File: config.mk
export PLATFORM = sky130hd
export DESIGN_NAME = fti_ram
export DESIGN_NICKNAME = d
export VERILOG_FILES = /design/src/design/fti_ram.sv
export SDC_FILE = /design/constraint.sdc
export NUM_CORES = 2
export LEC_CHECK = 0
export BUFFER_PORTS_ARGS = -buffer_cell sky130_fd_sc_hd__buf_2
export CORE_UTILIZATION = 43
export DETAILED_ROUTE_END_ITERATION = 10
export HOLD_SLACK_MARGIN = 0.02
export SETUP_SLACK_MARGIN = 0.3
export SYNTH_ARGS = -nofsm -noshare
export SYNTH_HDL_FRONTEND = slang
export SYNTH_SLANG_ARGS = --single-unit
File: constraint.sdc
create_clock -name clk -period 3.5 [get_ports clk]
set_clock_uncertainty 0.1 [all_clocks]
set_input_delay 0.35 -clock clk [delete_from_list [all_inputs] [get_ports clk]]
set_output_delay 0.35 -clock clk [all_outputs]
set_load 0.05 [all_outputs]
File: src/design/fti_ram.sv
module fti_ram #(
    parameter int WIDTH = 33,
    parameter int DEPTH = 64
) (
    input  logic                                 clk,
    input  logic                                 we,
    input  logic [(DEPTH > 1 ? $clog2(DEPTH) : 1)-1:0] waddr,
    input  logic [WIDTH-1:0]                     wdata,
    input  logic [(DEPTH > 1 ? $clog2(DEPTH) : 1)-1:0] raddr,
    output logic [WIDTH-1:0]                     rdata
);

    logic [WIDTH-1:0] mem [DEPTH];

    always_ff @(posedge clk)
    begin
        if (we)
        begin
            mem[waddr] <= wdata;
        end
        rdata <= mem[raddr];
    end

endmodule

# == Yosys cells after proc, flatten, opt, wreduce, memory -nomap -nowiden ==
# Memories as Yosys holds them, arrays and structs flattened. A register that Yosys moved wholly into a read port is not among the register bits.
# Index checks and enable logic that the tools add are counted.
# word_totals
memories,1
in_bits,47
mem_bits_rw,2112
latchBits,0
mem_bits_ro,0
ff_bits,0
word_cells,3
output_inout_bits,33
# mem_list
memory,depth,width,rd,rd_clocked_by_memory_dff,write_ports,line,rtl
mem,64,33,1,1,1,13,logic [WIDTH-1:0] mem [DEPTH];
# op_classes
n_div,0
reduce_logical,0
mux,2
n_addsub,0
eq_ne,0
shift,0
magnitude_cmp,0
n_mul,0
bitwise_logic,0
# op_table
operator,n
$mux 1,2

# == Depth between registers and ports, before layout ==
# logic_depth
word_depth,2
ltp_mapped,10
depth_no_buf,5

# == Worst setup path after synthesis ==
# Ideal clock, no wire load.
# synth_path
kind,input to register
startpoint,input waddr[3] (netlist name)
endpoint,memory mem[48][0] (enable)
setup_time_ns,0.464
path_buffers,1
path_stages,4
path_slack_ns,-0.180
t_required_ns,2.936
arrival_time_ns,3.116
path_cell_list,clkbuf_1 nor2b_1 nand4b_1 nor3_1
# synth_rtl
element,line,rtl
"start, declared",7,"input logic [(DEPTH > 1 ? $clog2(DEPTH) : 1)-1:0] waddr,"
"end, declared",13,
# No word-level cell before the write port.

# == Worst setup path in the final report ==
# layout_path
startpoint,input we
endpoint,memory mem[53][19] (enable)
# layout_via
elab_chain_len,2
# layout_lines
element,line,rtl
"start, declared",6,"input logic we,"
$mux 1,17,if (we)
$mux 1 (implied by the code),19,mem[waddr] <= wdata;
# Every way passes these cells.

==> flow_summary.ini <==
[pwr]
p_per_area_nw_per_um2 = 564.5
swShare_pct = 21.59
peakVddDrop_mv = 0.4354
pwr-share-comb_pct = 5.2
seqPwrFrac_pct = 54.4
cellLeakagePower_uw = 0.02889
p_int_uw = 41160
pwr-share-clk_pct = 40.3
total_power_uw = 52500
p_sw_uw = 11330

[global_routing]
grt.total_usage_pct = 21.70
grt-ovfl-total = 0
grt_pass1_vias = 39860
antenna_found_initial = 14
grt_pass1_wl_um = 295300
grt_max_degree = 75

[sta]
tightest_slew_ns = 1.212
fmax_mhz = 414.6
hold_viol_final = 0
whs_ns = 0.09050
relSlewSlack_pct = 19.20
fin_crit_sh_pct = 68.91
setup_viol = 0
finalMaxSlewViolations = 0
setup_tns_ns = 0
period_minus_slack_ns = 2.412
grt_setup_unrepaired = false
fin_ws_ns = 1.088

[clock_tree]
clock_latency_ns = 0.85
clockRootBuffer = clkbuf_16
numClockSinks = 2145
cts_tree = built
cts.clk_slew.worst_paths_ns = 0.06
cts_made_buffers = 204
htreeDepth = 4
cts_max_path_buffers = 3

[worst_setup_path]
worstRegToRegCells = 5
end_kind = flop
cp_data_required_time_ns = 3.94
crit_chain = dlygate4sd3_1 > buf_2 > nor2b_1 > nand4_1 > nor2_4 > buf_12
max_stage_delay_ns = 0.73
arrival_ns = 2.85
criticalPathCategory = in2reg
worst_setup_path_start_kind = input pin
slowest_stage = nor2_4
path_max_fanout = 12

[layout]
syn_to_final_growth_pct = 14.53
nNetsFinal = 3954
final_common_cell = edfxtp_1
layout_common_cells = 2112 x edfxtp_1, 485 x mux4_2, 206 x clkbuf_16
post-route-util_pct = 49.57
final_layout_size_suffix_gt1_share_pct = 28.74

[logic_synthesis]
yosysWarningCount = 0
syn_area_per_cell_um2 = 22.57
synthDistinctLibCells = 46
synthArstFlopShare_pct = 0
ys.flop_type = edfxtp_1
synth_edf_count = 2112
ys_ff_latch = 2145
synth_cells = 3598
syn_nets = 3645
yosys.area.top_type_share_pct = 78.11
synth_area_um2 = 81190
synth_area_leaders = edfxtp_1 78%, mux4_2 13%, mux2i_1 1.2%
synth_top_area_cell = edfxtp_1
synth_seq_area_share_pct = 78.92

[routing]
drt_iter0_markers = 4106
drc = 0
drtPass1Iterations = 7
wl_per_cell_um = 31.29
routed_wl_um = 206000
via_count = 39240
viasPerCell = 5.962
ant_nets = 0

[placement]
preCtsSetupSlack_ns = 0.4648
io_buffer_count = 79
gp_congestion = 0.7939
place_hpwl_um = 116600

[die]
dieWidth_um = 436.5
floorplan.die_area_um2 = 190600
coreArea_um2 = 187600
initial_core_util_pct = 43.28
num_io_pins = 80
rows = 159
fp.dieH_um = 436.5

[worst_hold_path]
hold_class = in2reg
hold_depth = 1

[run_status]
status = completed

[job]
cap_violations = 0
[cell usage after synthesis (10+ instances only)]
| cell | number |
|---|---|
| o21ai_0 | 13 |
| nor2_1 | 71 |
| nand2_1 | 102 |
| buf_1 | 13 |
| edfxtp_1 | 2112 |
| nor2b_1 | 23 |
| buf_6 | 28 |
| a21oi_1 | 17 |
| and3_1 | 19 |
| mux2i_1 | 96 |
| a211oi_1 | 19 |
| and2_1 | 12 |
| nand3_1 | 86 |
| buf_4 | 17 |
| o22ai_1 | 59 |
| a22oi_1 | 77 |
| mux4_2 | 485 |
| buf_2 | 58 |
| a211oi_2 | 10 |
| nand4_1 | 41 |
| clkbuf_1 | 82 |
| o221ai_1 | 46 |
| dfxtp_1 | 33 |
[registers in the layout (all words and copies together) (netlist names)]
signal  cells
mem      2112
rdata      33
[metal layers]
metal / vias up / share of wire (%) / track usage, % / routed length (um)
li1: 16040 / - / - / -
met1: 21410 / 42 / 30.83 / 86640
met2: 1515 / 49 / 35.10 / 101000
met3: 267 / 6.5 / 3.145 / 13340
met4: 6 / 2.4 / 6.055 / 4888
met5: - / 0.020 / 0 / 41
[cells by family (layout without fill, tap and decap cells)]
logic type,count (synthesis),after routing,share of synthesized area (%)
other cells,0,9,0
mux,587,587,14.72
compound gates,281,281,2.609
flops,2145,2145,78.92
simple gates,378,378,2.273
buf+inv,207,687,1.473
[area by class of cell]
cell class | instances | area [um2]
Inverter | 3 | 11.26
Clock inverter | 105 | 813.3
Sequential cell | 2145 | 64080
Timing Repair Buffer | 307 | 2935
Antenna cell | 9 | 22.52
Multi-Input combinational cell | 1246 | 16440
Tap cell | 2495 | 3122
Fill cell | 14910 | 94610
Clock buffer | 272 | 5563
[final timing paths]
path / to / start / slack [ns]
worst max register to register: rdata[7] / mem[42][7] / 1.51
worst min-delay path: mem[32][11] / wdata[11] / 0.09
worst max-delay path: mem[53][19] / we / 1.09
worst min register to register: rdata[12] / mem[27][12] / 0.74
[what timing repair did]
item / CTS / global route
hold buffers: 3 / 0
gates resized for setup: 0 / 0
hold endpoints to repair: 12 / 0
endpoints found under the setup margin: 0 / 0
buffers inserted: 0 / 0
[critical path: cells and delay by family]
family	cells	cell delay, ns
simple gates	3	1.44
buf+inv	3	1.02
[through the flow]
stage / cell area, um2 / cells
2_1_floorplan: 81200 / 3598
3_3_place_gp: 86560 / 6193
3_5_place_dp: 86560 / 6193
4_1_cts: 92970 / 6573
5_1_grt: 92980 / 6577
6_report: 92990 / 6582
[power by group through the flow]
stage                     Combinational, uW  Clock [uW]  Sequential, uW
final                                  2740       21200           28600
after global routing                   2900       22500           28600
after CTS                              2790       21500           28600
after detailed placement               2780           0           29100
after global placement                 2750           0           29100
after floorplan                        1370           0           29200
No activity file was read; power rests on OpenSTA's default activity.
