File: src/design/fti_pkg.sv
package fti_pkg;

    localparam int WINDOW_DEPTH_DEF = 64;
    localparam int PRICE_BITS_DEF   = 32;
    localparam int PERIOD_BITS      = 7;
    localparam logic [PERIOD_BITS-1:0] PERIOD_RESET = 7'd10;

    // log2 result: signed exponent over 30 fraction bits
    localparam int LOG_W = 36;

    localparam logic signed [31:0] K_066      = 32'sd708669604;
    localparam logic signed [31:0] K_067      = 32'sd719407022;
    localparam logic signed [31:0] K_099      = 32'sd1063004406;
    localparam logic signed [31:0] K_0999     = 32'sd1072668082;
    localparam logic signed [31:0] K_HALF_LN2 = 32'sd372130559;
    localparam logic signed [31:0] Q30_ONE    = 32'sd1073741824;
    localparam logic signed [31:0] Q30_HALF   = 32'sd536870912;

    typedef struct packed {
        logic [31:0] high_price;
        logic [31:0] low_price;
    } in_item_t;

    typedef struct packed {
        logic signed [31:0] fisher_value;
        logic signed [31:0] signal_value;
    } out_item_t;

endpackage

File: src/design/fti_log2.sv
module fti_log2 (
    input  logic                             clk,
    input  logic                             rst_n,
    input  logic                             start,
    input  logic [30:0]                      operand,
    output logic                             busy,
    output logic signed [fti_pkg::LOG_W-1:0] result
);

    localparam logic [1:0] ST_IDLE = 2'd0;
    localparam logic [1:0] ST_NORM = 2'd1;
    localparam logic [1:0] ST_SQR  = 2'd2;

    logic [1:0]        state_reg, state_next;
    logic [30:0]       m_reg, m_next;
    logic signed [5:0] e_reg, e_next;
    logic [4:0]        cnt_reg, cnt_next;
    logic [29:0]       frac_reg, frac_next;
    logic [61:0]       sq;
    logic [31:0]       t;

    always_comb
    begin
        state_next = state_reg;
        m_next     = m_reg;
        e_next     = e_reg;
        cnt_next   = cnt_reg;
        frac_next  = frac_reg;
        sq         = 62'(m_reg) * 62'(m_reg);
        t          = sq[61:30];
        case (state_reg)
            ST_IDLE:
            begin
                if (start)
                begin
                    m_next     = (operand == 31'd0) ? 31'd1 : operand;
                    e_next     = 6'sd0;
                    frac_next  = 30'd0;
                    state_next = ST_NORM;
                end
            end
            ST_NORM:
            begin
                if (!m_reg[30])
                begin
                    m_next = {m_reg[29:0], 1'b0};
                    e_next = e_reg - 6'sd1;
                end
                else
                begin
                    cnt_next   = 5'd29;
                    state_next = ST_SQR;
                end
            end
            ST_SQR:
            begin
                if (t[31])
                begin
                    m_next            = t[31:1];
                    frac_next[cnt_reg] = 1'b1;
                end
                else
                begin
                    m_next = t[30:0];
                end
                if (cnt_reg == 5'd0)
                begin
                    state_next = ST_IDLE;
                end
                else
                begin
                    cnt_next = cnt_reg - 5'd1;
                end
            end
            default:
            begin
                state_next = ST_IDLE;
            end
        endcase
    end

    always_ff @(posedge clk or negedge rst_n)
    begin
        if (!rst_n)
        begin
            state_reg <= ST_IDLE;
        end
        else
        begin
            state_reg <= state_next;
        end
    end

    always_ff @(posedge clk)
    begin
        m_reg    <= m_next;
        e_reg    <= e_next;
        cnt_reg  <= cnt_next;
        frac_reg <= frac_next;
    end

    assign busy   = (state_reg != ST_IDLE);
    assign result = $signed({e_reg, frac_reg});

endmodule

File: config.mk
export PLATFORM = sky130hd
export DESIGN_NAME = fti_log2
export DESIGN_NICKNAME = d
export VERILOG_FILES = /design/src/design/fti_pkg.sv /design/src/design/fti_log2.sv
export SDC_FILE = /design/constraint.sdc
export NUM_CORES = 2
export LEC_CHECK = 0
export BUFFER_PORTS_ARGS = -buffer_cell sky130_fd_sc_hd__buf_2
export CAP_MARGIN = 15
export CORE_MARGIN = 1.5
export CORE_UTILIZATION = 60
export CTS_CLUSTER_SIZE = 16
export DETAILED_ROUTE_END_ITERATION = 16
export PLACE_DENSITY = 0.81
export SYNTH_ARGS = -nofsm -noshare
export SYNTH_HDL_FRONTEND = slang
export SYNTH_SLANG_ARGS = --single-unit
File: constraint.sdc
create_clock -name clk -period 10 [get_ports clk]
set_input_delay 0.5 -clock clk [delete_from_list [all_inputs] [get_ports clk]]
set_output_delay 0.5 -clock clk [all_outputs]
set_load 0.02 [all_outputs]
After elaboration in Yosys (flattened, before gate mapping)
Cells that the tools add are included.
{"block": "op_classes", "addsub": 2, "n_mul": 1, "div": 0, "n_lt_le_gt_ge": 2, "n_eq_ne": 8, "shift": 0, "n_mux": 20, "bitwise": 1, "n_reduce_logical": 15}
{"cell": "2-to-1 mux 31 bit", "n": 4}
{"cell": "one-hot mux 31 bit (3 select lines)", "n": 1}
{"cell": "multiplier 31 x 31 -> 62 bit", "n": 1}
{"cell": "2-to-1 mux 30 bit", "n": 2}
{"cell": "one-hot mux 30 bit (2 select lines)", "n": 1}
{"cell": "zero test 31 bit", "n": 1}
{"cell": "bitwise OR 30 bit", "n": 1}
{"cell": "AND reduction 3 bit", "n": 5}
{"cell": "2-to-1 mux 6 bit", "n": 2}
{"cell": "!= test 2 bit (second input constant)", "n": 6}
{"cell": "one-hot mux 6 bit (2 select lines)", "n": 1}
{"cell": "2-to-1 mux 5 bit", "n": 2}
{"cell": "one-hot mux 5 bit (2 select lines)", "n": 1}
{"cell": "nonzero test 2 bit", "n": 4}
{"cell": "less-than comparator 5 x 6 -> 1 bit (second input constant)", "n": 1}
{"cell": "2-to-1 mux 2 bit", "n": 3}
{"cell": "one-hot mux 2 bit (3 select lines)", "n": 1}
{"cell": "subtractor 6 x 2 -> 6 bit (second input constant)", "n": 1}
{"cell": "demux 1 bit (select 5 bit)", "n": 1}
{"cell": "greater-or-equal comparator 5 x 1 -> 1 bit (second input constant)", "n": 1}
{"cell": "zero test 5 bit", "n": 1}
{"cell": "subtractor 5 x 1 -> 5 bit (second input constant)", "n": 1}
{"cell": "nonzero test 3 bit", "n": 1}
{"cell": "== test 2 x 1 -> 1 bit (second input constant)", "n": 1}
{"cell": "other kinds (5)", "n": 5}
{"block": "word_totals", "ff_bits": 74, "latchBits": 0, "ramBits": 0, "rom_bits": 0, "inputBits": 34, "out_inout_bits": 37, "elab_cells": 55, "n_memories": 0}

Logic depth before layout (Yosys ltp)
{"block": "depth", "ltp_word": 7, "depth_mapped": 32, "depth_no_buf": 27}

Worst setup path after synthesis
No wires, ideal clock.
{"block": "synth_timing", "path_type": "register to register", "from": "reg m_reg[4]", "to": "reg frac_reg[0], enable pin", "arrival_time_ps": 8778, "slack_ps": 795, "path_stages_with_launch": 30, "n_path_buf": 5, "synth_period_minus_slack_ps": 9205, "path_cell_list": "edfxtp_1 -> clkbuf_1 -> clkbuf_1 -> nand2_1 -> fa_1 -> inv_1 -> fa_1 -> fa_1 -> inv_1 -> fa_1 -> inv_1 -> fa_1 -> fa_1 -> fa_1 -> inv_1 -> fa_1 -> inv_1 -> ha_1 -> nand2_1 -> o21ai_1 -> a21oi_1 -> o31ai_1 -> a41oi_1 -> a21oi_1 -> nor3_1 -> or2_1 -> buf_2 -> buf_6 -> buf_6 -> a21oi_1"}
{"block": "synth_between", "elab_chain_len": 3}
{"element": "start, declared", "line_no": "fti_log2.sv:15", "text": "logic [30:0] m_reg, m_next;"}
{"element": "start signal, assigned", "line_no": "fti_log2.sv:96", "text": "m_reg <= m_next;"}
{"element": "multiplier 31 x 31 -> 62 bit", "line_no": "fti_log2.sv:29", "text": "sq = 62'(m_reg) * 62'(m_reg);"}
{"element": "!= test 2 bit (no line)"}
{"element": "AND reduction 3 bit (no line)"}
{"element": "end signal, assigned", "line_no": "fti_log2.sv:99", "text": "frac_reg <= frac_next;"}
{"element": "end, declared", "line_no": "fti_log2.sv:18", "text": "logic [29:0] frac_reg, frac_next;"}
No other way between the ends.
A chain may end at the register's enable or synchronous reset.

Final worst setup path
{"block": "layout_timing", "from": "reg m_reg[18]", "to": "reg m_reg[3], data pin"}
{"block": "layout_between", "elab_chain_len": 3}
{"element": "multiplier 31 x 31 -> 62 bit", "line_no": "fti_log2.sv:29"}
{"element": "2-to-1 mux 31 bit", "line_no": "fti_log2.sv:57", "text": "if (t[31])"}
{"element": "one-hot mux 31 bit (3 select lines)", "line_no": "fti_log2.sv:31", "text": "case (state_reg)"}
{"element": "named net m_next[3]", "line_no": "fti_log2.sv:15"}
The timed path passes the listed nets, and every way through them passes these cells.

==> summary.md <==
| Metric | Value |
|---|---|
| Synthesized Nets | 4391 |
| Final setup violation count | 0 |
| Vias in the first global route | 25358 |
| Required @ worst endpoint | 10.06 ns |
| Final Cycle Share | 94.18% |
| Tot GR Track Use | 30.88% |
| Die area | 0.05319 sq mm |
| Slew headroom | 21.12% |
| First drt pass iteration count | 6 |
| Cell Rows | 83 |
| Yosys warns | 0 |
| Max incr delay on CP | 1.13 ns |
| Worst Clk Skew | 0.006698 ns |
| Kind of critical path | register to register |
| NumNets Final | 4388 |
| CP max FO | 25 |
| Wirelength per Cell | 19.32 um |
| Fin. Hold Viols | 0 |
| HP Class | primary input to asynchronous set/reset pin |
| Most common flop cell mapped by yosys | edfxtp_1 |
| Reg-to-Reg Start | m_reg[18]$_DFFE_PP_ |
| RSZ-0062 raised after global routing | no |
| Reg2Reg Capture Point | m_reg[3]$_DFFE_PP_ |
| Slew Limit Fails | 0 |
| Reg clk slew, reported paths | 0.06 ns |
| I/O pin count | 71 |
| Die width | 230.6 um |
| Via/cell ratio | 5.628 |
| Worst path most repeated cell | fa_1 |
| Status | finished clean |
| Worst EP arrival | 9.48 ns |
| Number of flip-flops in the largest register | 31 |
| Post-synthesis cell type count | 63 |
| Global-route wire length before repair | 128600 um |
| Core Footprint | 0.05130 sq mm |
| Crit end category | register |
| Postcts setup bufs | 0 |
| Die Y | 230.6 um |
| CTS tree | built |
| Initial antenna violation count | 0 |
| Clock sink count | 74 |
| R2R Setup Slk | 0.58 ns |
| Maximum capacitance violations | 0 |
| # port buffers | 70 |
| Ant. Diodes | 0 |
| Post-synthesis cell count | 3335 |
| Total routed wirelength | 77620 um |
| Worst Setup Start Kind | register |
| Largest net degree at the start of global routing | 43 |
| GP Congestion | 0.9747 |
| Async set-reset flop share out of synthesis | 2.703% |
| TritonCTS Buffers | 9 |
| CP max stage cell | edfxtp_1 |
| Post-DRT Antenna Nets | 0 |
| Clk buf depth | 2 |
| Fillcell total | 4116 |
| GR Overflow Total | 0 |
| Cell depth of the worst flop-to-flop path | 26 |
| Most common cell after layout, fill and taps aside | inv_1 |
| Fin Setup TNS | 0 ns |
| Measured slew at the worst slew-check pin | 1.183 ns |
| Hpwl dp | 66040 um |
| Fin crit period | 9.418 ns |
| Worst skew pair latency | 0.34 ns |
| Sequential share of the synthesized area | 7.116% |
| EDFF count, synth | 72 |
| DRT iter0 DRCs | 1653 |
| Area growth, synth to finish | 4.459% |
| Syn Area/Cell | 9.322 sq um |
| Synthesized area | 0.03109 sq mm |
| Via count | 22606 |
| Finished Core Util | 63.30% |
| Root buf cell | clkbuf_16 |
| Seq cells post-synth | 74 |
| Commonest cells after routing, fill and taps aside | inv_1, fa_1, nand2_1 |
| Share of cells above drive strength 1 | 4.765% |
| # DRC | 0 |
| Fmax | 0.1062 GHz |
| Initial Util | 60.60% |
| H-tree Lvls | 3 |
==> what timing repair did <==
action | CTS | global route
gates resized for setup | 0 | 0
setup endpoints to repair | 0 | 0
endpoints found under the hold margin | 2 | 0
hold buffers | 1 | 0
==> metal layers <==
metal  wire (um)  up-vias  GRT usage (%)
li1            -     9893              -
met1       28770    11381          38.72
met2       39020     1052          53.72
met3        5484      280          3.372
met4        4350        0          14.60
met5           0        -              0
==> through the flow <==
step | cell area (sq um) | instances | hold slack (ns) | setup WS [ns]
2_1_floorplan | 31090 | 3335 | 0.2044 | 0.7952
3_5_place_dp | 32130 | 4000 | 0.2876 | 0.6911
3_3_place_gp | 32130 | 4000 | 0.2852 | 0.9367
6_report | 32470 | 4017 | 0.5142 | 0.5816
4_1_cts | 32470 | 4017 | 0.4956 | 0.6717
5_1_grt | 32470 | 4017 | 0.5181 | 0.1614
==> critical path: cells and delay by family (launching register included) <==
| family | cells | cell delay (ns) |
|---|---|---|
| buffers and inverters | 6 | 0.61 |
| and+or+nand+nor | 3 | 1.34 |
| muxes | 1 | 0.23 |
| DFF | 1 | 1.13 |
| AOI/OAI and AO/OA | 7 | 1.42 |
| adders and majority gates | 9 | 4.40 |
==> cell type report <==
cell class                 instances  area [sq um]  area share [%]
multi-input combinational       2190         24840           76.49
inverter                         938          3521           10.84
sequential                        74          2212           6.812
tap                              680         850.8           2.620
timing repair buffer             119         720.7           2.219
clock buffer                      12         256.5          0.7898
clock inverter                     4         73.82          0.2273
==> worst max path at each step <==
| stage | slack [ns] | endpoint | start |
|---|---|---|---|
| finish | 0.58 | m_reg[3]$_DFFE_PP_ | m_reg[18]$_DFFE_PP_ |
| floorplan | 0.80 | frac_reg[0]$_SDFFCE_PN0P_ | m_reg[4]$_DFFE_PP_ |
| CTS | 0.67 | m_reg[3]$_DFFE_PP_ | m_reg[22]$_DFFE_PP_ |
| global placement | 0.94 | m_reg[7]$_DFFE_PP_ | m_reg[22]$_DFFE_PP_ |
| detailed placement | 0.69 | m_reg[6]$_DFFE_PP_ | m_reg[22]$_DFFE_PP_ |
| global route | 0.16 | m_reg[5]$_DFFE_PP_ | m_reg[18]$_DFFE_PP_ |
==> Yosys cell counts (3+ instances only) <==
master | number | area (sq um)
inv_1 | 938 | 3521
o221ai_1 | 3 | 26.28
a221o_1 | 7 | 70.07
a21o_1 | 22 | 165.2
o21bai_1 | 12 | 90.09
o31ai_1 | 9 | 67.56
clkbuf_1 | 122 | 457.9
or2_2 | 8 | 50.05
and2_1 | 192 | 1201
o21ai_0 | 61 | 305.3
nand2b_1 | 13 | 81.33
a211oi_1 | 10 | 75.07
a41oi_1 | 3 | 26.28
a31oi_1 | 10 | 62.56
and3_1 | 8 | 50.05
nor3_1 | 14 | 70.07
or3_1 | 5 | 31.28
nor4_1 | 11 | 68.82
nor2_1 | 117 | 439.2
a21oi_1 | 101 | 505.5
buf_2 | 5 | 25.02
nand3_1 | 19 | 95.09
xnor2_1 | 36 | 315.3
a21boi_0 | 4 | 30.03
nor2b_1 | 34 | 212.7
o22ai_1 | 4 | 25.02
nand4_1 | 21 | 131.4
ha_1 | 275 | 3441
nand2_1 | 324 | 1216
o211ai_1 | 11 | 82.58
o21ai_1 | 5 | 25.02
xor2_1 | 21 | 183.9
mux2i_1 | 17 | 170.2
o21a_1 | 32 | 240.2
edfxtp_1 | 72 | 2162
fa_1 | 747 | 14950
buf_6 | 3 | 33.78
a31o_2 | 5 | 43.79
==> logic make-up (layout without fill, tap and decap cells) <==
logic type | count (synthesis) | count (layout) | share of synthesized area (%)
AO/OA/AOI/OAI | 315 | 315 | 6.419
XOR/XNOR | 57 | 57 | 1.606
adder cells (fa/ha/maj) | 1022 | 1022 | 59.17
buffers and inverters | 1071 | 1073 | 13.04
flip-flops | 74 | 74 | 7.116
multiplexers | 19 | 19 | 0.6198
AND/OR/NAND/NOR | 777 | 777 | 12.03
Power is left out: the tool's default activity adds up to more than one toggle a clock period on the data nets, which glitch-free logic cannot reach.
